[src/hw/rtl/sdl_pkg.sv]
// Shared types and defaults for the sorted descending list.
`default_nettype none

package sdl_pkg;

    // Default geometry
    localparam int CAPACITY_DEF    = 64;
    localparam int VALUE_WIDTH_DEF = 32;

    // Operation codes carried in the kind field
    typedef enum logic [1:0] {
        KIND_INSERT = 2'd0,
        KIND_POP    = 2'd1,
        KIND_GET    = 2'd2,
        KIND_REMOVE = 2'd3
    } kind_t;

    // Result status codes
    typedef enum logic [1:0] {
        ST_OK             = 2'd0,
        ST_FULL           = 2'd1,
        ST_EMPTY_OR_RANGE = 2'd2
    } status_t;

    // Per-cycle command broadcast to every cell
    typedef struct packed {
        logic ins;   // shift right from the insert point, load new value there
        logic rem;   // shift left from the removed position
    } cell_ctl_t;

endpackage

`default_nettype wire

[src/hw/rtl/sdl_cell.sv]
// One list slot: holds an entry, compares it against the incoming value, shifts with neighbors.
`default_nettype none

module sdl_cell #(
    parameter int CAPACITY    = sdl_pkg::CAPACITY_DEF,
    parameter int VALUE_WIDTH = sdl_pkg::VALUE_WIDTH_DEF,
    parameter int CELL_IDX    = 0,
    localparam int IDX_W      = (CAPACITY > 1) ? $clog2(CAPACITY) : 1,
    localparam int CNT_W      = $clog2(CAPACITY + 1)
) (
    input  wire logic                          clk,
    input  wire sdl_pkg::cell_ctl_t            ctl,
    input  wire logic signed [VALUE_WIDTH-1:0] value,
    input  wire logic [IDX_W-1:0]              index,
    input  wire logic [IDX_W-1:0]              rd_idx,
    input  wire logic [CNT_W-1:0]              fill,
    input  wire logic                          left_gt,
    input  wire logic signed [VALUE_WIDTH-1:0] left_entry,
    input  wire logic signed [VALUE_WIDTH-1:0] right_entry,
    output logic                               gt,
    output logic signed [VALUE_WIDTH-1:0]      entry,
    output logic [VALUE_WIDTH-1:0]             rd_data
);
    import sdl_pkg::*;

    localparam logic [CNT_W-1:0] POS_C = CNT_W'(CELL_IDX);
    localparam logic [IDX_W-1:0] POS_I = IDX_W'(CELL_IDX);

    logic signed [VALUE_WIDTH-1:0] entry_reg;
    logic signed [VALUE_WIDTH-1:0] entry_next;
    logic                          occupied;

    // Strictly-greater flag, only meaningful for occupied slots
    assign occupied = (POS_C < fill);
    assign gt       = occupied && (entry_reg > value);
    assign entry    = entry_reg;

    // Read contribution for the OR-combined read bus
    assign rd_data = (rd_idx == POS_I) ? entry_reg : '0;

    // Insert: slots at or past the insert point take value or left neighbor.
    // Remove: slots at or past the index take the right neighbor.
    always_comb
    begin
        entry_next = entry_reg;
        if (ctl.ins && !gt)
        begin
            entry_next = left_gt ? value : left_entry;
        end
        else if (ctl.rem && (POS_I >= index))
        begin
            entry_next = right_entry;
        end
    end

    // Payload register, no reset
    always_ff @(posedge clk)
    begin
        entry_reg <= entry_next;
    end

endmodule

`default_nettype wire

[config.mk]
export PLATFORM = sky130hd
export DESIGN_NAME = sdl_cell
export DESIGN_NICKNAME = d
export VERILOG_FILES = /design/src/hw/rtl/sdl_pkg.sv /design/src/hw/rtl/sdl_cell.sv
export SDC_FILE = /design/constraint.sdc
export NUM_CORES = 1
export LEC_CHECK = 0
export BUFFER_PORTS_ARGS = -buffer_cell sky130_fd_sc_hd__buf_2
export CORE_MARGIN = 2
export CORE_UTILIZATION = 40
export CTS_CLUSTER_SIZE = 24
export DETAILED_ROUTE_END_ITERATION = 8
export PLACE_DENSITY = 0.75
export SLEW_MARGIN = 25
export SYNTH_ARGS = -nofsm -noshare
export SYNTH_HDL_FRONTEND = slang
export SYNTH_SLANG_ARGS = --single-unit
[constraint.sdc]
create_clock -name clk -period 4.3 [get_ports clk]
set_input_delay 1.29 -clock clk [delete_from_list [all_inputs] [get_ports clk]]
set_output_delay 1.29 -clock clk [all_outputs]
set_load 0.01 [all_outputs]
After elaboration in Yosys (flattened, before gate mapping)
Index checks and enable logic that the tools add are counted.

storage, ports and cells
  bits in registers = 32
  output and inout bits = 65

cells by class
  order comparisons = 3
  multiplexer cells = 4
  reductions and logical operators = 6

operators with widths
  kind                                                                          number
  32-bit 2-to-1 mux                                                             4
  32-bit greater-than comparator                                                1
  1-bit by 7-bit less-than comparator with 1-bit output (first input constant)  1
  1-bit by 6-bit >= comparator with 1-bit output (first input constant)         1
  6-bit zero test                                                               1
  1-bit logical AND                                                             3
  2-bit nonzero test                                                            1
  1-bit zero test                                                               1

Logic depth before layout (Yosys ltp)
  depth after elaboration = 5
  depth in mapped cells = 11

Worst setup path after synthesis
No wires, ideal clock.

  path type = input -> register
  start = in value[10]
  end = reg entry_reg[0], in the netlist entry[0], enable pin
  setup time = 0.388 ns
  data arrival time = 3.594 ns
  data required time = 3.912 ns
  setup slack = 0.318 ns
  cell stages on the path = 11
  path buffers = 2
  path through = inv_1 > ha_1 > a21oi_1 > nand2_1 > a221oi_1 > o221ai_1 > a21oi_1 > a31o_1 > buf_6 > buf_6 > a21o_1

on the way
  cells in the longest elaborated chain, start to end = 5

ends and longest elaborated chain
  what                                 line            source
  start: declaration                   sdl_cell.sv:13  input wire logic signed [VALUE_WIDTH-1:0] value,
  32-bit greater-than comparator       sdl_cell.sv:35  assign gt = occupied && (entry_reg > value);
  1-bit logical AND                    sdl_cell.sv:35
  1-bit zero test                      sdl_cell.sv:46  if (ctl.ins && !gt)
  1-bit logical AND                    sdl_cell.sv:46
  2-bit nonzero test (no source line)  n/a
  end signal: assignment               sdl_cell.sv:59  entry_reg <= entry_next;
  end: declaration                     sdl_cell.sv:29  logic signed [VALUE_WIDTH-1:0] entry_reg;

No other way between the ends.
A chain may end at the register's enable or synchronous reset.

Final worst setup path
  start = in value[5]
  end = out gt

on the way
  cells in the longest elaborated chain, start to end = 2

ends and longest elaborated chain
  what                            line            source
  32-bit greater-than comparator  sdl_cell.sv:35
  1-bit logical AND               sdl_cell.sv:35
  end: declaration                sdl_cell.sv:20  output logic gt,

No other way between the ends.

==> metrics list <==
- Leakage power summed over all cells: 0.00215 µW
* Max frequency: 0.240 GHz
- The H-tree generated during clock tree synthesis spans 2 levels.
- The region available for standard cell placement spans 0.00725 mm².
- CTS placed an instance of clkbuf_8 at the clock tree root.
- 184 I/O pins were placed.
- The number of antenna violations at the first check in global routing came to 0.
- Critical path depth: 11
- The library cell used most frequently in the layout, excluding fill and tap cells, is buf_2.
- Cell family with the largest share of critical-path delay: compound AO/OA/AOI/OAI gates
* Sequential cell area fraction in the yosys report: 32.2%
- The finished cells cover 0.00434 mm².
* Sum of buffers and inverters on the critical path: 3
* Input/output buffers: 183
- Number of flip-flops in the largest register: 32
- At the end of routability-driven placement, the weighted congestion stood at 0.790.
* Max clock buf depth: 2
- Overall fraction of global-route tracks in use: 18.6%
- Post-CTS clock slew at the launch and capture registers of the worst setup and hold paths: 0.07 ns
* Cell area after synthesis: 0.00298 mm²
- Data required time of the critical path: 3.01 ns
- For this run the aggregate overflow at the end of global routing stands at 0.
- Clock latency on the worst-skew pair: 0.28 ns
- The worst register-to-register path begins at entry[27]$_DFFE_PP_.
* Max Cap Violations: 0
- Reg2Reg Capture Point: entry[31]$_DFFE_PP_
- The largest single stage delay on the critical path is 0.30 ns.
* Post-route fraction of the period consumed by the critical path: 97.0%
- The via count of the first global-routing pass was 2765.
- After detailed routing, the number of vias per cell comes to 4.92.
* Mean area per synthesized cell: 11.2 µm²
* Number of cells traversed by the worst register-to-register path: 8
* Maximum resistive drop on vdd: 142 µV
- Clock tree from TritonCTS: yes
* Final net count: 605
- The clock drives 32 sinks.
* Worst path setup slack after routing: 0.131 ns
- Routed WL: 8010 µm
- In this run the worst path has a maximum fanout of 2.
* Critical path's slowest cell: ha_1
- Die footprint: 0.00817 mm²
- Gate count after technology mapping: 267
* Largest net degree at the start of global routing: 33
- Summing all multi-input logic gate instances after layout gives 0.00205 mm².
* Total iterations of the first detailed-routing run: 4
- Mapped Nets: 418
* Total placed instance area: 0.00403 mm²
* Setup crit end kind: output port
- Of the cells placed in the final design, the portion with a size suffix greater than 1 is 65.9%.
* Register area: 961 µm²
- Placement Rows: 31
* Worst clock skew on the final layout: 0.00699 ns
- Capturing element of the worst setup path: gt
- The final number of max-transition violations came to 0.
* Top cell by count, worst path: buf_2
- Antenna cell count: 0
- The die is 90.4 µm tall.
- The first global-routing pass estimated 12500 µm of wire.
* First element of the critical path: value[5]
- The detailed router finished its first iteration with 74 violations.
- Type of the setup path with the least slack: in -> out
- For the finished layout, the period the worst path requires is 4.17 ns.
- Commonest cells after routing, fill and taps aside: 183 x buf_2, 35 x mux2_2, 32 x edfxtp_1
- At the pin with the least slew margin, the transition time is 0.758 ns.
- Setup violators final: 0
- Post-route DRC: 0
- Critical path, cell by cell: buf_2, inv_1, ha_1, a21oi_1, o21ai_1, a221oi_2, o221ai_2, a21oi_2, xnor2_1, nor2_1, buf_2
- Fill cells in the final layout number 622.
- Data arrives at the worst endpoint at 2.88 ns.
- Number of different library cells in the post-synthesis netlist: 35
- Per-cell routed wire length: 14.5 µm
- Flop-to-flop setup slack: 1.39 ns
* Status: finished, final reports clean
* Post-cts hold buffer count: 0
- Type of the tightest min-delay check: in -> reg
- Number of synthesis warnings: 0
- Synthesized flop and latch total: 32
- Synth-to-layout area growth: 45.4%
* Startpoint kind of the worst setup timing path: primary input
- PwrDens: 290 mW/mm²
- Hold violation count in the final report: 0
* Total vias in the final route: 2721
- Initial core utilization: 41.1%
- Die width: 90.4 µm
- Num CTS Buffers: 5
* Pre-CTS setup slack: 0.0236 ns
* Half-perimeter wire length after detailed placement: 6340 µm
* Remaining antenna violation count after routing: 0
* Worst max-slew margin expressed relative to the limit: 49.5%
[worst min path at each step]
stage | endpoint | slack [ns] | startpoint | cells after the start
floorplan | entry[0]$_DFFE_PP_ | 1.15 | entry[31]$_DFFE_PP_ | 4
global placement | entry[24]$_DFFE_PP_ | 1.40 | entry[31]$_DFFE_PP_ | 4
detailed placement | entry[28]$_DFFE_PP_ | 1.43 | entry[31]$_DFFE_PP_ | 4
CTS | entry[23]$_DFFE_PP_ | 1.30 | right_entry[23] | 2
global route | entry[10]$_DFFE_PP_ | 1.30 | right_entry[10] | 2
finish | entry[10]$_DFFE_PP_ | 1.30 | right_entry[10] | 2
[metrics by stage]
stage / setup TNS (ns) / instances / hold slack [ns] / power [µW] / util [%]
6_report: 0 / 553 / 1.30 / 1260 / 59.8
2_1_floorplan: 0 / 267 / 1.15 / 796 / -
5_1_grt: -0.0321 / 553 / 1.30 / 1340 / 59.8
3_3_place_gp: 0 / 544 / 1.40 / 968 / 55.5
4_1_cts: 0 / 551 / 1.30 / 1200 / 56.6
3_5_place_dp: 0 / 544 / 1.43 / 985 / 55.5
[power breakdown]
group	internal, µW	switching [µW]
Sequential	422	44.9
Clock	107	111
Combinational	308	266
Total	837	423
[Yosys cell counts (all sizes together)]
cell / instances / area, µm²
nor2: 4 / 15.0
inv: 34 / 128
or4: 2 / 15.0
ha: 32 / 400
a21o: 1 / 7.51
o211ai: 1 / 7.51
a211oi: 1 / 7.51
o221ai: 1 / 8.76
nand3: 3 / 15.0
and2: 31 / 194
and4: 1 / 8.76
nor3: 3 / 15.0
o21ai: 3 / 15.0
xnor2: 1 / 8.76
mux2: 64 / 830
clkbuf: 7 / 26.3
nor4b: 2 / 32.5
nor4: 3 / 25.0
a221oi: 2 / 23.8
nor2b: 1 / 6.26
o21a: 1 / 7.51
a22o: 1 / 8.76
nand4: 5 / 43.8
nand2: 11 / 41.3
edfxtp: 32 / 961
a21oi: 14 / 70.1
buf: 4 / 45.0
a31o: 2 / 17.5
[layout make-up]
type / instances / share of cell area [%]
repair buffers: 191 / 23.1
well taps: 99 / 2.85
clock buffers: 5 / 1.59
multi-input cells: 190 / 47.2
flip-flops and latches: 32 / 22.1
clock inverters: 2 / 0.173
inverters: 34 / 2.94
[cells by family (layout without fill, tap and decap cells)]
group	after synthesis	count (layout)	synth area share (%)
flip-flops	32	32	32.2
AND/OR/NAND/NOR	66	66	13.8
multiplexers	64	64	27.8
XOR/XNOR	1	1	0.294
adder cells (fa/ha/maj)	32	32	13.4
AO/OA/AOI/OAI	27	27	5.83
buffers and inverters	45	232	6.67
[timing repair]
action                     4_1_cts  5_1_grt
gates resized for setup          0       34
setup endpoints to repair        0        1
buffers inserted                 0        2
[layer usage]
layer	global-route usage, %	part of all wire (%)	up-vias
met5	0	0	-
li1	-	-	1332
met4	5.64	1.4	0
met2	36.0	55	105
met3	3.01	5.3	12
met1	20.5	39	1272
(Power assumes the default switching activity.)
